`src/sv/motor_fault_supervisor_assert.svh`:
```
// Assertion macros for the motor fault supervisor.
// Included by the top level only; needs a clock and an active high reset.
`ifndef MOTOR_FAULT_SUPERVISOR_ASSERT_SVH
`define MOTOR_FAULT_SUPERVISOR_ASSERT_SVH

// Same-cycle implication, disabled during reset
`define MFS_ASSERT_IMP(lbl, clk, rst, ante, cons) \
  lbl: assert property (@(posedge clk) disable iff (rst) (ante) |-> (cons)) \
    else $error("mfs: check failed");

// Next-cycle implication, disabled during reset
`define MFS_ASSERT_NXT(lbl, clk, rst, ante, cons) \
  lbl: assert property (@(posedge clk) disable iff (rst) (ante) |=> (cons)) \
    else $error("mfs: check failed");

`endif

```
`src/sv/mfs_pkg.sv`:
```
// Types and constants shared by the motor fault supervisor.
// No dependencies.
`default_nettype none

package mfs_pkg;

  localparam int unsigned MaxMotors = 4;

  // Request codes
  typedef enum logic [1:0] {
    REQ_CHECK     = 2'd0,
    REQ_HEARTBEAT = 2'd1,
    REQ_CAN       = 2'd2,
    REQ_CLEAR     = 2'd3
  } req_type_t;

  // Configuration register indexes
  typedef enum logic [1:0] {
    CFG_HB_TIMEOUT  = 2'd0,
    CFG_DRIVE_THR   = 2'd1,
    CFG_STUCK_LIMIT = 2'd2
  } cfg_index_t;

  // Fault bit positions
  localparam int unsigned FbTimeout = 0;
  localparam int unsigned FbStall   = 1;
  localparam int unsigned FbEncoder = 2;
  localparam int unsigned FbCan     = 3;

  // Register reset values
  localparam logic [15:0] HbTimeoutRst  = 16'd300;
  localparam logic [14:0] DriveThrRst   = 15'd1638;
  localparam logic [7:0]  StuckLimitRst = 8'd100;

  localparam logic [7:0] StuckCntMax = 8'd255;

  typedef struct packed {
    logic [15:0] heartbeat_timeout;
    logic [14:0] drive_threshold;
    logic [7:0]  stuck_limit;
  } cfg_t;

  typedef struct packed {
    req_type_t                     req_type;
    logic [31:0]                   tick_now;
    logic                          can_fault_level;
    logic [MaxMotors-1:0][15:0]    duty;
    logic [MaxMotors-1:0][31:0]    enc_delta;
    logic [MaxMotors-1:0]          overcurrent_mask;
  } item_t;

endpackage

`default_nettype wire

```
`src/sv/mfs_ifs.sv`:
```
// Valid/ready channel interfaces for request and result items.
// No dependencies.
`default_nettype none

interface mfs_req_if;
  logic               valid;
  logic               ready;
  logic [1:0]         req_type;
  logic [31:0]        tick_now;
  logic               can_fault_level;
  logic signed [15:0] duty_m0;
  logic signed [15:0] duty_m1;
  logic signed [15:0] duty_m2;
  logic signed [15:0] duty_m3;
  logic signed [31:0] enc_delta_m0;
  logic signed [31:0] enc_delta_m1;
  logic signed [31:0] enc_delta_m2;
  logic signed [31:0] enc_delta_m3;
  logic [3:0]         overcurrent_mask;

  modport source (
    output valid, req_type, tick_now, can_fault_level,
           duty_m0, duty_m1, duty_m2, duty_m3,
           enc_delta_m0, enc_delta_m1, enc_delta_m2, enc_delta_m3,
           overcurrent_mask,
    input  ready
  );

  modport sink (
    input  valid, req_type, tick_now, can_fault_level,
           duty_m0, duty_m1, duty_m2, duty_m3,
           enc_delta_m0, enc_delta_m1, enc_delta_m2, enc_delta_m3,
           overcurrent_mask,
    output ready
  );
endinterface

interface mfs_rsp_if;
  logic       valid;
  logic       ready;
  logic [3:0] fault_bits;
  logic [3:0] overcurrent_seen;

  modport source (output valid, fault_bits, overcurrent_seen, input ready);
  modport sink   (input valid, fault_bits, overcurrent_seen, output ready);
endinterface

`default_nettype wire

```
`src/sv/motor_fault_supervisor.sv`:
```
// Motor fault supervisor, four motors, one result item per request item.
// Item path: input register, then evaluation into the result register and
// supervisor state. Throughput: one item per cycle while results are taken;
// the state loop is a single evaluation pass.
// Reset (rst, synchronous): clears faults, counters, latches, heartbeat tick
// and both pipeline stages; registers return to 300 / 1638 / 100.
`default_nettype none

`include "motor_fault_supervisor_assert.svh"

module motor_fault_supervisor import mfs_pkg::*; #(
  parameter int unsigned MOTOR_COUNT = 4
) (
  input  logic        clk,
  input  logic        rst,
  mfs_req_if.sink     req,
  mfs_rsp_if.source   rsp,
  input  logic        cfg_wr_en,
  input  logic [1:0]  cfg_index,
  input  logic [15:0] cfg_wdata
);

  localparam logic [3:0] MotorMask = 4'((1 << MOTOR_COUNT) - 1);

  cfg_t                        cfg;
  item_t                       in_item;
  item_t                       s1_item;
  logic                        s1_valid;
  logic                        out_valid;
  logic [3:0]                  out_fault;
  logic [3:0]                  out_oc;
  logic                        out_free;
  logic                        advance;
  logic                        in_fire;

  logic [31:0]                 hb_tick;
  logic [3:0]                  fault;
  logic [MOTOR_COUNT-1:0][7:0] stuck_count;
  logic [3:0]                  oc_latch;
  logic [31:0]                 hb_tick_next;
  logic [3:0]                  fault_next;
  logic [MOTOR_COUNT-1:0][7:0] stuck_count_next;
  logic [3:0]                  oc_latch_next;

  // Handshake: the result register frees up when taken
  assign out_free  = !out_valid || rsp.ready;
  assign advance   = s1_valid && out_free;
  assign req.ready = !s1_valid || out_free;
  assign in_fire   = req.valid && req.ready;

  assign rsp.valid            = out_valid;
  assign rsp.fault_bits       = out_fault;
  assign rsp.overcurrent_seen = out_oc;

  // Gather the incoming item
  always_comb begin
    in_item.req_type         = req_type_t'(req.req_type);
    in_item.tick_now         = req.tick_now;
    in_item.can_fault_level  = req.can_fault_level;
    in_item.duty             = {req.duty_m3, req.duty_m2, req.duty_m1, req.duty_m0};
    in_item.enc_delta        = {req.enc_delta_m3, req.enc_delta_m2,
                                req.enc_delta_m1, req.enc_delta_m0};
    in_item.overcurrent_mask = req.overcurrent_mask;
  end

  // Configuration registers
  always_ff @(posedge clk) begin
    if (rst) begin
      cfg.heartbeat_timeout <= HbTimeoutRst;
      cfg.drive_threshold   <= DriveThrRst;
      cfg.stuck_limit       <= StuckLimitRst;
    end else if (cfg_wr_en) begin
      case (cfg_index_t'(cfg_index))
        CFG_HB_TIMEOUT:  cfg.heartbeat_timeout <= cfg_wdata;
        CFG_DRIVE_THR:   cfg.drive_threshold   <= cfg_wdata[14:0];
        CFG_STUCK_LIMIT: cfg.stuck_limit       <= cfg_wdata[7:0];
        default: begin
          cfg.stuck_limit <= cfg.stuck_limit;
        end
      endcase
    end
  end

  // Input stage
  always_ff @(posedge clk) begin
    if (rst) begin
      s1_valid <= 1'b0;
    end else if (req.ready) begin
      s1_valid <= req.valid;
    end
  end

  always_ff @(posedge clk) begin
    if (in_fire) begin
      s1_item <= in_item;
    end
  end

  mfs_eval #(
    .MOTOR_COUNT (MOTOR_COUNT)
  ) u_eval (
    .item             (s1_item),
    .cfg              (cfg),
    .hb_tick          (hb_tick),
    .fault            (fault),
    .stuck_count      (stuck_count),
    .oc_latch         (oc_latch),
    .hb_tick_next     (hb_tick_next),
    .fault_next       (fault_next),
    .stuck_count_next (stuck_count_next),
    .oc_latch_next    (oc_latch_next)
  );

  // Supervisor state, updated as each item leaves the input stage
  always_ff @(posedge clk) begin
    if (rst) begin
      hb_tick     <= '0;
      fault       <= '0;
      stuck_count <= '0;
      oc_latch    <= '0;
    end else if (advance) begin
      hb_tick     <= hb_tick_next;
      fault       <= fault_next;
      stuck_count <= stuck_count_next;
      oc_latch    <= oc_latch_next;
    end
  end

  // Result register
  always_ff @(posedge clk) begin
    if (rst) begin
      out_valid <= 1'b0;
    end else if (out_free) begin
      out_valid <= s1_valid;
    end
  end

  always_ff @(posedge clk) begin
    if (advance) begin
      out_fault <= fault_next;
      out_oc    <= oc_latch_next;
    end
  end

  // Checks
  `MFS_ASSERT_IMP(a_oc_motors, clk, rst, out_valid, (out_oc & ~MotorMask) == 4'd0)
  `MFS_ASSERT_NXT(a_clear_result, clk, rst, advance && (s1_item.req_type == REQ_CLEAR), (out_fault == 4'd0) && (out_oc == 4'd0))
  `MFS_ASSERT_NXT(a_hb_clears_tmo, clk, rst, advance && (s1_item.req_type == REQ_HEARTBEAT), !out_fault[FbTimeout])
  `MFS_ASSERT_IMP(a_enc_has_count, clk, rst, fault[FbEncoder], stuck_count != '0)

endmodule

`default_nettype wire

```
`src/sv/mfs_eval.sv`:
```
// Next-state evaluation for one request item of the fault supervisor.
// Depends on mfs_pkg. Purely combinational.
`default_nettype none

module mfs_eval import mfs_pkg::*; #(
  parameter int unsigned MOTOR_COUNT = 4
) (
  input  item_t                        item,
  input  cfg_t                         cfg,
  input  logic [31:0]                  hb_tick,
  input  logic [3:0]                   fault,
  input  logic [MOTOR_COUNT-1:0][7:0]  stuck_count,
  input  logic [3:0]                   oc_latch,
  output logic [31:0]                  hb_tick_next,
  output logic [3:0]                   fault_next,
  output logic [MOTOR_COUNT-1:0][7:0]  stuck_count_next,
  output logic [3:0]                   oc_latch_next
);

  localparam logic [3:0] MotorMask = 4'((1 << MOTOR_COUNT) - 1);

  logic [MOTOR_COUNT-1:0]      stall_m;
  logic [MOTOR_COUNT-1:0]      stuck_m;
  logic [MOTOR_COUNT-1:0][7:0] cnt_chk;
  logic [31:0]                 elapsed;
  logic                        timeout_hit;

  // Per-motor stall and stuck-encoder detection
  for (genvar g = 0; g < MOTOR_COUNT; g++) begin : g_motor
    logic signed [15:0] duty;
    logic               drive_still;
    assign duty        = item.duty[g];
    assign drive_still = (duty > $signed({1'b0, cfg.drive_threshold}))
                         && (item.enc_delta[g] == '0);
    assign stall_m[g]  = item.overcurrent_mask[g] && (duty > 16'sd0);
    // counter saturates at its maximum
    assign cnt_chk[g]  = !drive_still ? 8'd0 :
                         (stuck_count[g] == StuckCntMax) ? stuck_count[g] :
                         stuck_count[g] + 8'd1;
    assign stuck_m[g]  = drive_still && (cnt_chk[g] >= cfg.stuck_limit);
  end

  // Modular tick difference against the timeout
  assign elapsed     = item.tick_now - hb_tick;
  assign timeout_hit = elapsed > {16'd0, cfg.heartbeat_timeout};

  // Request dispatch
  always_comb begin
    hb_tick_next     = hb_tick;
    fault_next       = fault;
    stuck_count_next = stuck_count;
    oc_latch_next    = oc_latch;
    case (item.req_type)
      REQ_CHECK: begin
        // heartbeat tick still zero: timeout bit untouched
        if (hb_tick != '0) begin
          fault_next[FbTimeout] = timeout_hit;
        end
        fault_next[FbStall]   = |stall_m;
        fault_next[FbEncoder] = |stuck_m;
        stuck_count_next      = cnt_chk;
        oc_latch_next         = item.overcurrent_mask & MotorMask;
      end
      REQ_HEARTBEAT: begin
        hb_tick_next          = item.tick_now;
        fault_next[FbTimeout] = 1'b0;
      end
      REQ_CAN: begin
        fault_next[FbCan] = item.can_fault_level;
      end
      REQ_CLEAR: begin
        fault_next       = '0;
        stuck_count_next = '0;
        oc_latch_next    = '0;
      end
      default: begin
        fault_next = fault;
      end
    endcase
  end

endmodule

`default_nettype wire

```
`src/flat_wrapper.sv`:
```
// flat-port wrapper written by rule: the top's interface ports become plain ports
module motor_fault_supervisor_flat import mfs_pkg::*;
#(
  parameter int unsigned MOTOR_COUNT = 4
)
  (clk, rst, cfg_wr_en, cfg_index, cfg_wdata, req_valid, req_req_type, req_tick_now, req_can_fault_level, req_duty_m0, req_duty_m1, req_duty_m2, req_duty_m3, req_enc_delta_m0, req_enc_delta_m1, req_enc_delta_m2, req_enc_delta_m3, req_overcurrent_mask, req_ready, rsp_valid, rsp_fault_bits, rsp_overcurrent_seen, rsp_ready);
  mfs_req_if req_i ();
  mfs_rsp_if rsp_i ();
  input  logic clk;
  input  logic rst;
  input  logic cfg_wr_en;
  input  logic [1:0] cfg_index;
  input  logic [15:0] cfg_wdata;
  input wire logic [$bits(req_i.valid)-1:0] req_valid;
  input wire logic [$bits(req_i.req_type)-1:0] req_req_type;
  input wire logic [$bits(req_i.tick_now)-1:0] req_tick_now;
  input wire logic [$bits(req_i.can_fault_level)-1:0] req_can_fault_level;
  input wire logic [$bits(req_i.duty_m0)-1:0] req_duty_m0;
  input wire logic [$bits(req_i.duty_m1)-1:0] req_duty_m1;
  input wire logic [$bits(req_i.duty_m2)-1:0] req_duty_m2;
  input wire logic [$bits(req_i.duty_m3)-1:0] req_duty_m3;
  input wire logic [$bits(req_i.enc_delta_m0)-1:0] req_enc_delta_m0;
  input wire logic [$bits(req_i.enc_delta_m1)-1:0] req_enc_delta_m1;
  input wire logic [$bits(req_i.enc_delta_m2)-1:0] req_enc_delta_m2;
  input wire logic [$bits(req_i.enc_delta_m3)-1:0] req_enc_delta_m3;
  input wire logic [$bits(req_i.overcurrent_mask)-1:0] req_overcurrent_mask;
  output wire logic [$bits(req_i.ready)-1:0] req_ready;
  output wire logic [$bits(rsp_i.valid)-1:0] rsp_valid;
  output wire logic [$bits(rsp_i.fault_bits)-1:0] rsp_fault_bits;
  output wire logic [$bits(rsp_i.overcurrent_seen)-1:0] rsp_overcurrent_seen;
  input wire logic [$bits(rsp_i.ready)-1:0] rsp_ready;
  assign req_i.valid = req_valid;
  assign req_i.req_type = req_req_type;
  assign req_i.tick_now = req_tick_now;
  assign req_i.can_fault_level = req_can_fault_level;
  assign req_i.duty_m0 = req_duty_m0;
  assign req_i.duty_m1 = req_duty_m1;
  assign req_i.duty_m2 = req_duty_m2;
  assign req_i.duty_m3 = req_duty_m3;
  assign req_i.enc_delta_m0 = req_enc_delta_m0;
  assign req_i.enc_delta_m1 = req_enc_delta_m1;
  assign req_i.enc_delta_m2 = req_enc_delta_m2;
  assign req_i.enc_delta_m3 = req_enc_delta_m3;
  assign req_i.overcurrent_mask = req_overcurrent_mask;
  assign req_ready = req_i.ready;
  assign rsp_valid = rsp_i.valid;
  assign rsp_fault_bits = rsp_i.fault_bits;
  assign rsp_overcurrent_seen = rsp_i.overcurrent_seen;
  assign rsp_i.ready = rsp_ready;
  motor_fault_supervisor #(.MOTOR_COUNT(MOTOR_COUNT)) u_core (.clk(clk), .rst(rst), .req(req_i), .rsp(rsp_i), .cfg_wr_en(cfg_wr_en), .cfg_index(cfg_index), .cfg_wdata(cfg_wdata));
endmodule
```
`config.mk`:
```
export PLATFORM = sky130hd
export DESIGN_NAME = motor_fault_supervisor_flat
export DESIGN_NICKNAME = d
export VERILOG_FILES = /design/src/sv/mfs_pkg.sv /design/src/sv/mfs_ifs.sv /design/src/sv/motor_fault_supervisor.sv /design/src/sv/mfs_eval.sv /design/src/flat_wrapper.sv
export VERILOG_INCLUDE_DIRS = /design/src /design/src/sv
export SDC_FILE = /design/constraint.sdc
export NUM_CORES = 1
export LEC_CHECK = 0
export BUFFER_PORTS_ARGS = -buffer_cell sky130_fd_sc_hd__buf_4
export CORE_MARGIN = 4
export CORE_UTILIZATION = 50
export DETAILED_ROUTE_END_ITERATION = 10
export PLACE_DENSITY = 0.74
export SKIP_CTS_REPAIR_TIMING = 1
export SLEW_MARGIN = 5
export SYNTH_ARGS = -nofsm -noshare
export SYNTH_HDL_FRONTEND = slang
export SYNTH_SLANG_ARGS = --single-unit
```
`constraint.sdc`:
```
create_clock -name clk -period 7.8 [get_ports clk]
set_input_delay 2.34 -clock clk [delete_from_list [all_inputs] [get_ports clk]]
set_output_delay 2.34 -clock clk [all_outputs]
set_load 0.02 [all_outputs]
```
==> results of run 1 <==
-- worst min-delay path, cell delays in order (launching register included) --
cell	delay [ps]
dfxtp_1	310
nand2_1	50
a21oi_1	50
-- cells by family after synthesis --
logic type,Yosys count,synth area share
adder cells (fa/ha/maj),148,0.1088
flip-flops,352,0.5526
AO/OA/AOI/OAI,355,0.1299
AND/OR/NAND/NOR,559,0.1571
XOR/XNOR,28,0.01436
buffers and inverters,137,0.03062
multiplexers,11,0.006519
-- cell usage in the layout, fill, tap and decap left out, drive strengths merged, types with 7 or more instances in the layout --
| cell | synthesis | routed |
|---|---|---|
| buf | 4 | 271 |
| edfxtp | 239 | 239 |
| nand2 | 196 | 196 |
| ha | 147 | 147 |
| a21oi | 139 | 139 |
| nor2 | 114 | 114 |
| dfxtp | 113 | 113 |
| inv | 84 | 86 |
| o21ai | 64 | 64 |
| nor4 | 60 | 60 |
| clkbuf | 49 | 49 |
| nand4 | 40 | 40 |
| nor3 | 36 | 36 |
| a21o | 34 | 34 |
| nand3 | 29 | 29 |
| a22oi | 21 | 21 |
| nand2b | 20 | 20 |
| clkinv | 0 | 18 |
| xor2 | 17 | 17 |
| nor2b | 14 | 14 |
| o21a | 14 | 14 |
| a211o | 14 | 14 |
| o211ai | 13 | 13 |
| xnor2 | 11 | 11 |
| mux2i | 10 | 10 |
| a31oi | 10 | 10 |
| nand3b | 9 | 9 |
| and3 | 8 | 8 |
| a211oi | 7 | 7 |
| and2 | 7 | 7 |
-- path summary, 6_finish.rpt --
path	end	slack, ps	depth (start not counted)
max	req_ready	2500	4
min	u_core.oc_latch[2]	450	2
max reg2reg	u_core.rsp.fault_bits[0]	2730	21
min reg2reg	u_core.oc_latch[2]	450	2
-- metal layers --
| metal | part of all wire | track usage |
|---|---|---|
| met1 | 0.41 | 0.2868 |
| met2 | 0.47 | 0.3838 |
| met3 | 0.084 | 0.06494 |
| met5 | 0.00016 | 0 |
| met4 | 0.035 | 0.08804 |
-- per-stage QoR --
| step | instances | hold WS (ps) | utilization |
|---|---|---|---|
| 2_1_floorplan | 1590 | 432.2 | - |
| 3_3_place_gp | 2256 | 439.7 | 0.5794 |
| 3_5_place_dp | 2256 | 446.8 | 0.5794 |
| 4_1_cts | 2326 | 454.7 | 0.6159 |
| 5_1_grt | 2326 | 473.1 | 0.6159 |
| 6_report | 2326 | 453.3 | 0.6159 |
-- registers in the layout (all words and copies together) (netlist names) --
register,count
u_core.s1_valid,1
u_core.rsp.fault_bits,4
u_core.rsp.overcurrent_seen,4
u_core.oc_latch,4
u_core.cfg,39
u_core.hb_tick,32
u_core.s1_item,231
u_core.rsp.valid,1
u_core.fault,4
u_core.stuck_count,32
-- area by class of cell --
type / count / area share
clock buffer: 49 / 0.05095
clock inverter: 21 / 0.008340
inverter: 84 / 0.01523
multi-input combinational: 1101 / 0.3442
sequential: 352 / 0.4559
tap: 448 / 0.02707
timing repair buffer: 271 / 0.09827
-- power by group --
part | internal (mW) | switching (mW)
Combinational | 0.206 | 0.246
Clock | 1.00 | 0.754
Sequential | 2.09 | 0.0431
Total | 3.30 | 1.04
==> flow_summary.ini, run 1 <==
[cells_and_area]
drive_gt1_frac = 0.1810
num_antenna_cells = 0
area_growth_syn_to_layout_pct = 21.21
n_fill_cell = 2633
register_area_mm2 = 0.009439
finish.instance_area_mm2 = 0.02070
multiInputGateArea_mm2 = 0.007127
final_nets = 2251

[sta]
max_freq_mhz = 188.8
postLayoutSetupSlackWorst_ps = 2503
fin_tns_setup_ps = 0
rsz0062_at_grt = false
maxSlewViolCount = 0
skew_ps = 12.78
max-slew-margin-rel = 0.2298
setup_viol = 0
period_needed_ps = 5297
hold_viol = 0
tightest_slew_ps = 1155
finalCritPeriodShare = 0.6791

[critical_path]
crit_fanout = 4
startpoint = rsp_ready
startpoint_type = input port
cp.arrival_ps = 2960
cp_slowest_cell = nor2b_1
cpPeakStageDelay_ps = 230
crit_chain = buf_4 -> nor2b_1 -> nand2_1 -> buf_4
required_ps = 5460
cp_top_family = simple AND/OR/NAND/NOR gates
critPathBufInv = 2
reg2reg_from = u_core.s1_item[197]
worst-setup-path-type = in2out
cpMostUsedCell = buf_4
end_kind = output port

[min_path]
min_path_type = reg2reg
hp-start = u_core.oc_latch[2]

[global_routing]
grt.total_usage = 0.2308
antenna_found_initial = 1
grt_pass1_wl_mm = 67.43
grt_remaining_overflow = 0
grt_pass1_vias = 12890
grt_max_degree = 78

[die]
core_area_mm2 = 0.03362
chipHeight_um = 192.8
die_area_mm2 = 0.03718
initial_utilization = 0.5081
die_width_um = 192.8
rows = 67
boundaryPins = 264

[synthesis]
syn_avg_cell_area_um2 = 10.74
synth_area_mm2 = 0.01708
syn_nets = 1992
synthCells = 1590
yosysMostFrequentCell = edfxtp_1
yosys_warnings = 0
synth.distinct_cells = 64
synth.area.top_cells = edfxtp_1, dfxtp_1, ha_1
ys_top_cells_by_count = edfxtp_1, nand2_1, ha_1
synth_ff_type = edfxtp_1
synth-edff-count = 239
ys_ff_latch = 352
synth_top_area_share = 0.4202
ys_seq_area_frac = 0.5526
synth_top_area_cell = edfxtp_1
async_flop_share = 0

[placement]
portBuffers = 263
dp_hpwl_mm = 32.09
placed_area_mm2 = 0.01948
place_ws_ps = 2485
place.gp.congestion = 0.9123

[detailed_routing]
routed_via_density = 5.656
first_pass_iters = 5
route.vias.total = 13160
totalWireLength_mm = 43.32
detail-route-antenna-nets = 0
avgRoutedWirePerCell_um = 18.62
drc_errors = 0
drtIter0Drc = 778

[run]
cap_violations = 0

[clock_tree]
htree_levels = 2
cts_buffer_depth = 3
cts_tree = built
clk_pin_slew_ps = 60
root_buffer = clkbuf_16
cts.sinks = 352
clk_latency_ps = 550
cts_inserted_buffers = 39

[status]
status = finished clean

[power_and_ir_drop]
p_total_mw = 4.345
leakage_nw = 8.010
max-vdd-ir-drop_uv = 185.6
powerDensity_mw_per_mm2 = 209.9
No activity file was read; power rests on OpenSTA's default activity.
==> inputs of run 2 (changes only) <==
PLACE_DENSITY = 0.72   (was 0.74)
clock period = 5.3 ns   (was 7.8 ns; I/O delays follow)
==> run 2 against run 1 <==
  * Final cell count rose by 0.52%
  * Clock skew rose by 0.51 ps
  * Via count fell by 0.41%
  * Power rose by 52%
  * Sequential power rose by 47%
  * Die area did not move
  * Global-route usage fell by 0.49 points
  * Core utilization rose by 0.57 points
  * Sequential cell count did not move
  * Critical path depth rose by 17
==> flow_summary.ini, run 2 (synthesis gave the netlist of run 1 again) <==
[power_and_ir_drop]
p_switching_mw = 1.527
p_comb_frac = 0.102
internal_power_mw = 5.068
swShare = 0.2315
leakage_nw = 8.095
p_total_mw = 6.595
powerDensity_mw_per_mm2 = 315.6
p_seq_frac = 0.476
pwr-share-clk = 0.422
max-vdd-ir-drop_uv = 300.4

[critical_path]
required_ps = 5620
end_kind = flip-flop
startpoint_type = flip-flop
cp.arrival_ps = 5280
crit_fanout = 4
worst-setup-path-type = reg2reg

[clock_tree]
cts_inserted_buffers = 39
clk_pin_slew_ps = 60
cts_buffer_depth = 3
root_buffer = clkbuf_16
htree_levels = 2
cts.sinks = 352
cts_tree = built
clk_latency_ps = 560

[detailed_routing]
drtIter0Drc = 805
totalWireLength_mm = 42.41
first_pass_iters = 7
route.vias.total = 13100
avgRoutedWirePerCell_um = 18.14
routed_via_density = 5.604
drc_errors = 0
detail-route-antenna-nets = 0

[global_routing]
grt_max_degree = 86
grt_pass1_wl_mm = 65.96
grt_remaining_overflow = 0
grt.total_usage = 0.2259
grt_pass1_vias = 12750
antenna_found_initial = 0

[cells_and_area]
finish.instance_area_mm2 = 0.02090
n_fill_cell = 2677
final_nets = 2262
top_regs = u_core.s1_item: 231 flops, u_core.cfg: 39 flops
mostFrequentLayoutCells = buf_4, edfxtp_1, nand2_1
register_area_mm2 = 0.009439
area_growth_syn_to_layout_pct = 22.33
finalNonFillerCells = 2338
largest_reg_flops = 231
multiInputGateArea_mm2 = 0.007138
drive_gt1_frac = 0.1848
final_common_cell = buf_4
top_register = u_core.s1_item

[placement]
placed_area_mm2 = 0.01956
place.gp.congestion = 0.8995
dp_hpwl_mm = 31.95
portBuffers = 263
dp_cells = 2265

[sta]
finalCritPeriodShare = 0.9359
rsz0062_at_grt = false
hold_viol = 0
tightest_slew_ps = 1120
skew_ps = 13.29
fin_tns_setup_ps = 0
period_needed_ps = 4960
max_freq_mhz = 201.6
max-slew-margin-rel = 0.2516
setup_viol = 0
maxSlewViolCount = 0

[die]
die_area_mm2 = 0.03718
rows = 67
boundaryPins = 264
initial_utilization = 0.5081
die_width_um = 192.8
core_area_mm2 = 0.03362
chipHeight_um = 192.8

[status]
status = finished clean

[min_path]
min_path_type = reg2reg

[run]
cap_violations = 0
## run 2: changes by cell type in the layout (fill, tap and decap cells not counted), sizes merged
cell	previous run	this run
buf	271	282
bufinv	1	6
clkbuf	49	47
clkinv	18	12
clkinvlp	0	3
diode	0	1
## run 2: layout make-up
| class | count | area share |
|---|---|---|
| Tap cell | 448 | 0.02682 |
| Multi-Input combinational cell | 1101 | 0.3416 |
| Clock buffer | 47 | 0.04910 |
| Clock inverter | 23 | 0.01365 |
| Sequential cell | 352 | 0.4517 |
| Inverter | 84 | 0.01509 |
| Antenna cell | 1 | 0.0001198 |
| Timing Repair Buffer | 282 | 0.1019 |
## run 2: power by group through the flow
stage	registers (mW)	logic (mW)	clock network, mW
after floorplan	3.18	0.381	0
final	3.14	0.673	2.78
after detailed placement	3.20	0.665	0
after global routing	3.15	0.750	2.95
after global placement	3.19	0.649	0
after CTS	3.14	0.669	2.84
## run 2: final timing paths
| path | startpoint | endpoint | slack [ps] | cells past startpoint |
|---|---|---|---|---|
| worst max-delay path | u_core.s1_item[197] | u_core.rsp.fault_bits[0] | 340 | 21 |
| worst min-delay path | u_core.cfg[37] | u_core.cfg[37] | 460 | 2 |
| worst max register to register | u_core.s1_item[197] | u_core.rsp.fault_bits[0] | 340 | 21 |
| worst min register to register | u_core.cfg[37] | u_core.cfg[37] | 460 | 2 |
## run 2: layer usage
metal / global-route usage / up-vias / share of wire
met2: 0.3697 / 439 / 0.46
met1: 0.2904 / 6156 / 0.43
met3: 0.05933 / 77 / 0.081
met5: 0 / - / 0
met4: 0.08173 / 0 / 0.031
li1: - / 6429 / -
## run 2: worst max-delay path, stage by stage, from the launching register on
cell and delay [ps]:
edfxtp_1 390, inv_1 70, ha_1 160, inv_1 50, fa_1 390, a21o_1 210
a221oi_4 290, o31a_1 280, nand2_1 130, a21o_1 210, a21oi_1 160, xnor2_1 140
ha_1 270, a21oi_1 150, nand2_1 60, a221o_1 340, nor3_1 210, o21ai_0 120
nor4_1 290, o2111ai_1 180, a2111o_1 450, o21ba_1 170
## run 2: metrics by stage
stage,setup slack (ps),hold slack [ps],util
after global routing,20.70,474.5,0.6215
after detailed placement,252.2,451.0,0.5818
after global placement,382.1,438.9,0.5818
final,339.8,458.1,0.6216
after floorplan,138.8,432.2,-
after CTS,241.6,459.4,0.6208
